===== src/hw/rtl/pps_pkg.sv =====
package pps_pkg;

    typedef enum logic [2:0] {
        ST_ADDED      = 3'd0,
        ST_FULL       = 3'd1,
        ST_ZERO_BURST = 3'd2,
        ST_IDLE_TICK  = 3'd3,
        ST_RAN        = 3'd4,
        ST_DONE       = 3'd5
    } status_t;

    typedef enum logic [2:0] {
        S_IDLE,
        S_ADD_SCAN,
        S_TICK_SCAN,
        S_TICK_DRAIN,
        S_TICK_FINISH,
        S_RESULT
    } state_t;

    localparam logic FUNC_ADD  = 1'b0;
    localparam logic FUNC_TICK = 1'b1;

    localparam logic [15:0] TIME_MAX  = 16'hFFFF;
    localparam logic [15:0] COUNT_MAX = 16'hFFFF;

    // one job table entry as stored in memory
    typedef struct packed {
        logic [15:0] remaining;
        logic [7:0]  prio;
        logic [15:0] burst;
        logic [15:0] arrival;
    } job_t;

    localparam int JOB_W = $bits(job_t);

    // request from the sequencer to the time and statistics unit
    typedef struct packed {
        logic        advance;
        logic        complete;
        logic [15:0] arrival;
        logic [15:0] burst;
    } stat_req_t;

    typedef struct packed {
        logic [15:0] cur_time;
        logic [15:0] completion;
        logic [15:0] turnaround;
        logic [15:0] waiting;
        logic [31:0] sum_turnaround;
        logic [31:0] sum_waiting;
        logic [15:0] jobs_done;
    } stat_t;

endpackage


===== src/hw/rtl/pps_ram.sv =====
module pps_ram #(
    parameter int WIDTH = 8,
    parameter int DEPTH = 16
) (
    input  logic                     clk,
    input  logic                     we,
    input  logic [$clog2(DEPTH)-1:0] waddr,
    input  logic [WIDTH-1:0]         wdata,
    input  logic                     re,
    input  logic [$clog2(DEPTH)-1:0] raddr,
    output logic [WIDTH-1:0]         rdata
);

    logic [WIDTH-1:0] mem [DEPTH];
    logic [WIDTH-1:0] rdata_reg;

    always_ff @(posedge clk)
    begin
        if (we)
        begin
            mem[waddr] <= wdata;
        end
        if (re)
        begin
            rdata_reg <= mem[raddr];
        end
    end

    assign rdata = rdata_reg;

endmodule


===== src/hw/rtl/pps_stats.sv =====
module pps_stats (
    input  logic                clk,
    input  logic                rst_n,
    input  pps_pkg::stat_req_t  req,
    output pps_pkg::stat_t      stat
);

    logic [15:0] time_reg;
    logic [31:0] sum_tat_reg;
    logic [31:0] sum_wt_reg;
    logic [15:0] done_reg;
    logic [15:0] ct_reg;
    logic [15:0] tat_reg;
    logic [15:0] wt_reg;

    logic [15:0] time_next;
    logic [15:0] tat_next;
    logic [15:0] wt_next;

    always_comb
    begin
        time_next = time_reg;
        if (req.advance && time_reg != pps_pkg::TIME_MAX)
        begin
            time_next = time_reg + 16'd1;
        end
        // arrival never exceeds the time at which the job ran
        tat_next = time_next - req.arrival;
        // below zero only once time has saturated
        wt_next = (tat_next >= req.burst) ? (tat_next - req.burst) : 16'd0;
    end

    always_ff @(posedge clk or negedge rst_n)
    begin
        if (!rst_n)
        begin
            time_reg    <= '0;
            sum_tat_reg <= '0;
            sum_wt_reg  <= '0;
            done_reg    <= '0;
        end
        else
        begin
            time_reg <= time_next;
            if (req.complete)
            begin
                sum_tat_reg <= sum_tat_reg + {16'd0, tat_next};
                sum_wt_reg  <= sum_wt_reg + {16'd0, wt_next};
                if (done_reg != pps_pkg::COUNT_MAX)
                begin
                    done_reg <= done_reg + 16'd1;
                end
            end
        end
    end

    always_ff @(posedge clk)
    begin
        if (req.complete)
        begin
            ct_reg  <= time_next;
            tat_reg <= tat_next;
            wt_reg  <= wt_next;
        end
    end

    assign stat.cur_time       = time_reg;
    assign stat.completion     = ct_reg;
    assign stat.turnaround     = tat_reg;
    assign stat.waiting        = wt_reg;
    assign stat.sum_turnaround = sum_tat_reg;
    assign stat.sum_waiting    = sum_wt_reg;
    assign stat.jobs_done      = done_reg;

endmodule


===== src/hw/rtl/preemptive_priority_scheduler.sv =====
// add: a zero burst goes from the idle state straight to the result state; any other burst
//   walks the slot valid bits in the add scan up to the first free slot or the last slot
// tick: passes through the tick scan, drain and finish states to the result state; the scan is paced
//   by the job memory read port, which delivers one slot per cycle to the compare
// one item is worked at a time; the next input is taken while the result waits in the output
// reset (async, active low) clears valid bits, time, totals and count; job memory is not cleared
module preemptive_priority_scheduler #(
    parameter int MAX_PROCS = 16
) (
    input  logic         clk,
    input  logic         rst_n,
    input  logic         s_axis_tvalid,
    output logic         s_axis_tready,
    input  logic [39:0]  s_axis_tdata,  // arrival_time, burst_length, job_priority
    input  logic         s_axis_tuser,  // func
    output logic         m_axis_tvalid,
    input  logic         m_axis_tready,
    // slot, completion_time, turnaround_time, waiting_time, total_turnaround,
    // total_waiting, jobs_done, 4 bits zero
    output logic [135:0] m_axis_tdata,
    output logic [2:0]   m_axis_tuser   // status
);

    localparam int IDX_W = $clog2(MAX_PROCS);
    localparam logic [IDX_W-1:0] LAST_IDX = IDX_W'(MAX_PROCS - 1);

    pps_pkg::state_t    state_reg;
    pps_pkg::state_t    state_next;
    logic [IDX_W-1:0]   idx_reg;
    logic [MAX_PROCS-1:0] valid_reg;
    logic [15:0]        in_arrival_reg;
    logic [15:0]        in_burst_reg;
    logic [7:0]         in_prio_reg;
    logic               rd_pend_reg;
    logic [IDX_W-1:0]   rd_idx_reg;
    logic               found_reg;
    logic [IDX_W-1:0]   best_idx_reg;
    pps_pkg::job_t      best_job_reg;
    pps_pkg::status_t   res_status_reg;
    logic [IDX_W-1:0]   res_slot_reg;
    logic               out_valid_reg;
    logic [135:0]       out_tdata_reg;
    logic [2:0]         out_tuser_reg;

    logic               s_accept;
    logic               out_free;
    logic               load_out;
    logic               in_zero_burst;
    logic               slot_free;
    logic               is_last;
    logic               ram_we;
    logic [IDX_W-1:0]   ram_waddr;
    pps_pkg::job_t      ram_wdata;
    logic               ram_re;
    pps_pkg::job_t      rd_job;
    logic               rd_ready;
    logic               rd_better;
    logic               job_complete;
    pps_pkg::job_t      new_job;
    pps_pkg::job_t      run_job;
    pps_pkg::stat_req_t stat_req;
    pps_pkg::stat_t     stat;
    logic [IDX_W+3:0]   slot_ext;
    logic               res_done;

    pps_ram #(
        .WIDTH (pps_pkg::JOB_W),
        .DEPTH (MAX_PROCS)
    ) u_job_ram (
        .clk   (clk),
        .we    (ram_we),
        .waddr (ram_waddr),
        .wdata (ram_wdata),
        .re    (ram_re),
        .raddr (idx_reg),
        .rdata (rd_job)
    );

    pps_stats u_stats (
        .clk   (clk),
        .rst_n (rst_n),
        .req   (stat_req),
        .stat  (stat)
    );

    assign s_accept      = s_axis_tvalid && s_axis_tready;
    assign out_free      = !out_valid_reg || m_axis_tready;
    assign in_zero_burst = (s_axis_tdata[31:16] == 16'd0);
    assign slot_free     = !valid_reg[idx_reg];
    assign is_last       = (idx_reg == LAST_IDX);

    // candidate check on the entry that the memory returns this cycle
    assign rd_ready  = valid_reg[rd_idx_reg] && (rd_job.arrival <= stat.cur_time)
                       && (rd_job.remaining != 16'd0);
    assign rd_better = rd_pend_reg && rd_ready
                       && (!found_reg || (rd_job.prio < best_job_reg.prio));

    assign job_complete = found_reg && (best_job_reg.remaining == 16'd1);

    always_comb
    begin
        new_job.arrival   = in_arrival_reg;
        new_job.burst     = in_burst_reg;
        new_job.prio      = in_prio_reg;
        new_job.remaining = in_burst_reg;
        run_job           = best_job_reg;
        run_job.remaining = best_job_reg.remaining - 16'd1;
    end

    always_comb
    begin
        state_next = state_reg;
        case (state_reg)
            pps_pkg::S_IDLE:
            begin
                if (s_axis_tvalid)
                begin
                    if (s_axis_tuser == pps_pkg::FUNC_TICK)
                    begin
                        state_next = pps_pkg::S_TICK_SCAN;
                    end
                    else if (in_zero_burst)
                    begin
                        state_next = pps_pkg::S_RESULT;
                    end
                    else
                    begin
                        state_next = pps_pkg::S_ADD_SCAN;
                    end
                end
            end
            pps_pkg::S_ADD_SCAN:
            begin
                if (slot_free || is_last)
                begin
                    state_next = pps_pkg::S_RESULT;
                end
            end
            pps_pkg::S_TICK_SCAN:
            begin
                if (is_last)
                begin
                    state_next = pps_pkg::S_TICK_DRAIN;
                end
            end
            pps_pkg::S_TICK_DRAIN:
            begin
                state_next = pps_pkg::S_TICK_FINISH;
            end
            pps_pkg::S_TICK_FINISH:
            begin
                state_next = pps_pkg::S_RESULT;
            end
            pps_pkg::S_RESULT:
            begin
                if (out_free)
                begin
                    state_next = pps_pkg::S_IDLE;
                end
            end
            default:
            begin
                state_next = pps_pkg::S_IDLE;
            end
        endcase
    end

    always_comb
    begin
        s_axis_tready = 1'b0;
        ram_we        = 1'b0;
        ram_waddr     = idx_reg;
        ram_wdata     = new_job;
        ram_re        = 1'b0;
        load_out      = 1'b0;
        stat_req      = '0;
        stat_req.arrival = best_job_reg.arrival;
        stat_req.burst   = best_job_reg.burst;
        case (state_reg)
            pps_pkg::S_IDLE:
            begin
                s_axis_tready = 1'b1;
            end
            pps_pkg::S_ADD_SCAN:
            begin
                ram_we = slot_free;
            end
            pps_pkg::S_TICK_SCAN:
            begin
                ram_re = 1'b1;
            end
            pps_pkg::S_TICK_FINISH:
            begin
                // write back the decremented count of the chosen job
                ram_we            = found_reg;
                ram_waddr         = best_idx_reg;
                ram_wdata         = run_job;
                stat_req.advance  = 1'b1;
                stat_req.complete = job_complete;
            end
            pps_pkg::S_RESULT:
            begin
                load_out = out_free;
            end
            default:
            begin
                s_axis_tready = 1'b0;
            end
        endcase
    end

    always_ff @(posedge clk or negedge rst_n)
    begin
        if (!rst_n)
        begin
            state_reg   <= pps_pkg::S_IDLE;
            idx_reg     <= '0;
            valid_reg   <= '0;
            rd_pend_reg <= 1'b0;
            found_reg   <= 1'b0;
            out_valid_reg <= 1'b0;
        end
        else
        begin
            state_reg   <= state_next;
            rd_pend_reg <= ram_re;
            if (s_accept)
            begin
                idx_reg   <= '0;
                found_reg <= 1'b0;
            end
            else
            begin
                if ((state_reg == pps_pkg::S_ADD_SCAN || state_reg == pps_pkg::S_TICK_SCAN)
                    && !is_last)
                begin
                    idx_reg <= idx_reg + 1'b1;
                end
                if (rd_better)
                begin
                    found_reg <= 1'b1;
                end
            end
            if (state_reg == pps_pkg::S_ADD_SCAN && slot_free)
            begin
                valid_reg[idx_reg] <= 1'b1;
            end
            if (stat_req.complete)
            begin
                valid_reg[best_idx_reg] <= 1'b0;
            end
            if (load_out)
            begin
                out_valid_reg <= 1'b1;
            end
            else if (m_axis_tready)
            begin
                out_valid_reg <= 1'b0;
            end
        end
    end

    always_ff @(posedge clk)
    begin
        rd_idx_reg <= idx_reg;
        if (s_accept)
        begin
            in_arrival_reg <= s_axis_tdata[15:0];
            in_burst_reg   <= s_axis_tdata[31:16];
            in_prio_reg    <= s_axis_tdata[39:32];
            res_status_reg <= pps_pkg::ST_ZERO_BURST;
            res_slot_reg   <= '0;
        end
        if (rd_better)
        begin
            best_idx_reg <= rd_idx_reg;
            best_job_reg <= rd_job;
        end
        if (state_reg == pps_pkg::S_ADD_SCAN)
        begin
            if (slot_free)
            begin
                res_status_reg <= pps_pkg::ST_ADDED;
                res_slot_reg   <= idx_reg;
            end
            else if (is_last)
            begin
                res_status_reg <= pps_pkg::ST_FULL;
            end
        end
        if (state_reg == pps_pkg::S_TICK_FINISH)
        begin
            if (!found_reg)
            begin
                res_status_reg <= pps_pkg::ST_IDLE_TICK;
            end
            else
            begin
                res_status_reg <= job_complete ? pps_pkg::ST_DONE : pps_pkg::ST_RAN;
                res_slot_reg   <= best_idx_reg;
            end
        end
        if (load_out)
        begin
            out_tuser_reg <= res_status_reg;
            out_tdata_reg <= {4'd0, stat.jobs_done, stat.sum_waiting, stat.sum_turnaround,
                              res_done ? stat.waiting : 16'd0,
                              res_done ? stat.turnaround : 16'd0,
                              res_done ? stat.completion : 16'd0,
                              slot_ext[3:0]};
        end
    end

    // slot field carries the low bits of the index
    assign slot_ext = {4'd0, res_slot_reg};
    assign res_done = (res_status_reg == pps_pkg::ST_DONE);

    assign m_axis_tvalid = out_valid_reg;
    assign m_axis_tdata  = out_tdata_reg;
    assign m_axis_tuser  = out_tuser_reg;

    a_add_sets_valid: assert property (@(posedge clk) disable iff (!rst_n)
        (state_reg == pps_pkg::S_ADD_SCAN && slot_free) |=> valid_reg[$past(idx_reg)])
        else $error("added slot not marked valid");

    a_done_frees_slot: assert property (@(posedge clk) disable iff (!rst_n)
        stat_req.complete |=> !valid_reg[$past(best_idx_reg)])
        else $error("completed slot still valid");

    a_best_is_valid: assert property (@(posedge clk) disable iff (!rst_n)
        (found_reg && (state_reg == pps_pkg::S_TICK_DRAIN
                       || state_reg == pps_pkg::S_TICK_FINISH)) |-> valid_reg[best_idx_reg])
        else $error("chosen job is in a free slot");

    a_one_item_at_a_time: assert property (@(posedge clk) disable iff (!rst_n)
        s_accept |=> !s_axis_tready)
        else $error("second item taken while one is in work");

endmodule

===== config.mk =====
export PLATFORM = sky130hd
export DESIGN_NAME = preemptive_priority_scheduler
export DESIGN_NICKNAME = d
export VERILOG_FILES = /design/src/hw/rtl/pps_pkg.sv /design/src/hw/rtl/pps_ram.sv /design/src/hw/rtl/pps_stats.sv /design/src/hw/rtl/preemptive_priority_scheduler.sv
export SDC_FILE = /design/constraint.sdc
export NUM_CORES = 2
export LEC_CHECK = 0
export BUFFER_PORTS_ARGS = -buffer_cell sky130_fd_sc_hd__buf_2
export CAP_MARGIN = 20
export CORE_MARGIN = 8
export CORE_UTILIZATION = 35
export DETAILED_ROUTE_END_ITERATION = 12
export GPL_TIMING_DRIVEN = 0
export PLACE_DENSITY = 0.56
export SLEW_MARGIN = 20
export SYNTH_ARGS = -nofsm -noshare
export SYNTH_HDL_FRONTEND = slang
export SYNTH_SLANG_ARGS = --single-unit

===== constraint.sdc =====
create_clock -name clk -period 13 [get_ports clk]
set_input_delay 0.65 -clock clk [delete_from_list [all_inputs] [get_ports clk]]
set_output_delay 0.65 -clock clk [all_outputs]
set_load 0.01 [all_outputs]

==> qor.tcl <==
set qor(status) {finished, final reports clean}
set qor(final_layout_size_suffix_gt1_share_pct) 24.3
set qor(cts_tree) {done}
set qor(antenna_found_initial) 5
set qor(final_min_period_over_clock_period_pct) 69.8
set qor(ys_seq_elements) 1368
set qor(dp_hpwl_um) 102000
set qor(gr_usage_total_pct) 17.0
set qor(cp_data_arrival_time_ns) 9.71
set qor(fp.dieArea_mm2) 0.169
set qor(worstPathRequired_ns) 13.64
set qor(standard_cell_core_area_mm2) 0.156
set qor(r2r_cells) 31
set qor(layout_commonest_cell) {edfxtp_1}
set qor(syn-mean-instance-area_um2) 18.6
set qor(min_delay_path_depth) 1
set qor(cpPeakStageDelay_ns) 0.78
set qor(grt_pass1_vias) 29287
set qor(min_from) {s_axis_tdata[13]}
set qor(gr-total-overflow) 0
set qor(cts_hold_buffers) 11
set qor(finalHoldViolations) 0
set qor(reg2reg_setup_slack_ns) 3.92
set qor(layout_min_cycle_time_ns) 9.08
set qor(cp_common_cell) {ha_1}
set qor(total_detailed_routing_wirelength_um) 146000
set qor(clk_pin_slew_ns) 0.06
set qor(post-synth-top-area-fraction_pct) 67.7
set qor(yosysUniqueCellTypes) 74
set qor(clock_latency_ns) 0.78
set qor(path_buf_inv) 6
set qor(nets) 3511
set qor(r2r-start) {state_reg[1]}
set qor(maxClockFrequency_ghz) 0.110
set qor(hold_path_class) {input port to register}
set qor(post-synth-top-area-cell) {edfxtp_1}
set qor(drcViolationCount) 0
set qor(largest_net_degree_at_the_start_of_global_routing) 73
set qor(power_density_mw_per_mm2) 209
set qor(timing_worst_slew_pin_value_ns) 1.31
set qor(postLayoutCoreUtil_pct) 41.7
set qor(timing.setup.critical_path_class) {register to register}
set qor(ys_seq_area_share_pct) 73.7
set qor(fillCellCount) 13633
set qor(die_width_um) 412
set qor(drt_pass1_iterations) 6
set qor(timing.critical_path.slowest_stage_cell) {xnor2_1}
set qor(setup.worst_path.start_class) {register}
set qor(place_congestion) 0.848
set qor(cts_setup_buffers) 0
set qor(clk_root_buffer_cell) {clkbuf_16}
set qor(tritoncts.num_buffers) 143
set qor(cts-resized-gates) 0
set qor(async_flop_share_pct) 8.92
set qor(r2r-end) {u_stats.sum_wt_reg[26]}
set qor(max_flop_register) {u_job_ram.mem}
set qor(num_rows) 145
set qor(layout.cells.most_common_list) {1235 x edfxtp_1, 289 x mux4_2, 212 x buf_2, 161 x nand2_1, 144 x clkbuf_16}
set qor(io_buffer_count) 181
set qor(tns_ns) 0
set qor(yosysWarningCount) 0
set qor(total_leakage_power_nw) 22.2
set qor(timing.final.max_slew_violations) 0
set qor(combined_area_of_all_synthesized_cells_mm2) 0.0548
set qor(clockBufferDepth) 3
set qor(overall_via_count_from_detail_route) 29149
set qor(num_io_pins) 186
set qor(drtIter0Drc) 2974
set qor(timing.clock.skew_ns) 0.0321
set qor(dieHeight_um) 412
set qor(end_kind) {register}
set qor(whs_endpoint) {in_arrival_reg[13]}
set qor(crit_fanout) 10
set qor(avgRoutedWirePerCell_um) 26.3
set qor(grt_first_pass_wirelength_um) 209000
set qor(drtAntennaViolNets) 0
set qor(cap_viol_max_count) 0
set qor(clkSinkCount) 1368
set qor(rsz0062_at_grt) {false}
set qor(critPathTopFamily) {compound AO/OA/AOI/OAI gates}
set qor(max_ir_drop_vdd_uv) 102
set qor(area.growth.synth_to_final_pct) 18.8
set qor(post_synth_main_area_contributors) {edfxtp_1 68%, mux4_2 12%, dfrtp_1 5.6%}
set qor(synthCells) 2937
set qor(initial_utilization_pct) 35.1
set qor(synth_enable_flop_cells) 1235
set qor(via_count_normalized_by_instance_count) 5.26
set qor(setup_viol_count_final) 0
set qor(synth_flop_cell) {edfxtp_1}
set qor(slew-limit-headroom_pct) 11.8
set qor(cts.htree.levels) 4
set qor(number_of_flip_flops_in_the_largest_register) 896
set qor(power.total_mw) 13.6
worst register-to-register path, delay by kind of cell (launching register included):
family / cells / cell delay [ns]
multiplexers: 1 / 0.34
adder cells (fa/ha/maj): 4 / 1.10
AO/OA/AOI/OAI: 12 / 3.95
XOR/XNOR: 2 / 0.97
AND/OR/NAND/NOR: 6 / 1.04
flip-flops: 1 / 0.35
buffers and inverters: 6 / 1.19
report_power, final:
| group | internal [mW] | total (mW) | switching, mW |
|---|---|---|---|
| clock | 2.32 | 4.06 | 1.74 |
| combinational | 1.49 | 3.71 | 2.22 |
| sequential | 5.66 | 5.81 | 0.148 |
| total | 9.47 | 13.6 | 4.11 |
how the worst max path moves through the flow:
stage	slack, ns	end	start	cells past startpoint
finish	3.92	u_stats.sum_wt_reg[26]	state_reg[1]	31
global route	3.16	u_stats.sum_wt_reg[26]	state_reg[1]	31
CTS	3.85	u_stats.sum_wt_reg[26]	state_reg[1]	31
detailed placement	3.90	u_stats.sum_wt_reg[26]	state_reg[1]	31
global placement	2.05	u_stats.sum_wt_reg[26]	state_reg[1]	28
floorplan	5.51	m_axis_tdata[0]	state_reg[1]	4
routing by layer:
metal | global-route usage [%] | vias to the layer above | part of all wire [%] | routed length [um]
li1 | - | 12626 | - | -
met1 | 22.9 | 15282 | 42 | 61900
met2 | 27.5 | 1020 | 48 | 69700
met3 | 3.34 | 217 | 6.6 | 9660
met4 | 5.75 | 4 | 3.1 | 4540
met5 | 0 | - | 0.023 | 34
cells by family (layout without fill, tap and decap cells):
family,Yosys count,count (layout),synth area share [%]
other cells,1,6,0.00685
compound gates,340,340,3.88
xor+xnor,117,117,1.87
mux,302,302,12.1
flops,1368,1368,73.7
simple gates,518,518,4.69
buf+inv,193,731,1.42
fa+ha+maj,98,98,2.29
Yosys cell counts, types with 44 or more instances:
cell / instances
edfxtp_1: 1235
nor2_1: 99
and2_1: 53
clkbuf_1: 56
ha_1: 94
mux4_2: 289
inv_1: 84
a21oi_1: 82
xnor2_1: 73
nand2_1: 161
xor2_1: 44
o21ai_0: 119
dfrtp_1: 122
through the flow:
step | cells | area (um^2) | hold slack (ns) | setup slack (ns)
2_1_floorplan | 2940 | 54800 | 0.345 | 5.51
3_3_place_gp | 5179 | 58300 | 0.351 | 2.05
3_5_place_dp | 5268 | 60300 | 0.362 | 3.90
4_1_cts | 5534 | 65000 | 0.000237 | 3.85
5_1_grt | 5537 | 65000 | 0.0289 | 3.16
6_report | 5538 | 65000 | 0.0605 | 3.92
final cells by class:
class	count	area, um^2	area share (%)
antenna	2	5.00	0.00769
multi-input combinational	1379	13800	21.2
clock inverter	71	826	1.27
sequential	1368	40400	62.0
inverter	86	327	0.502
clock buffer	184	3810	5.86
tap	2058	2570	3.96
buffer	107	464	0.714
timing repair buffer	283	2880	4.43
Power figures use the tool's default switching activity.
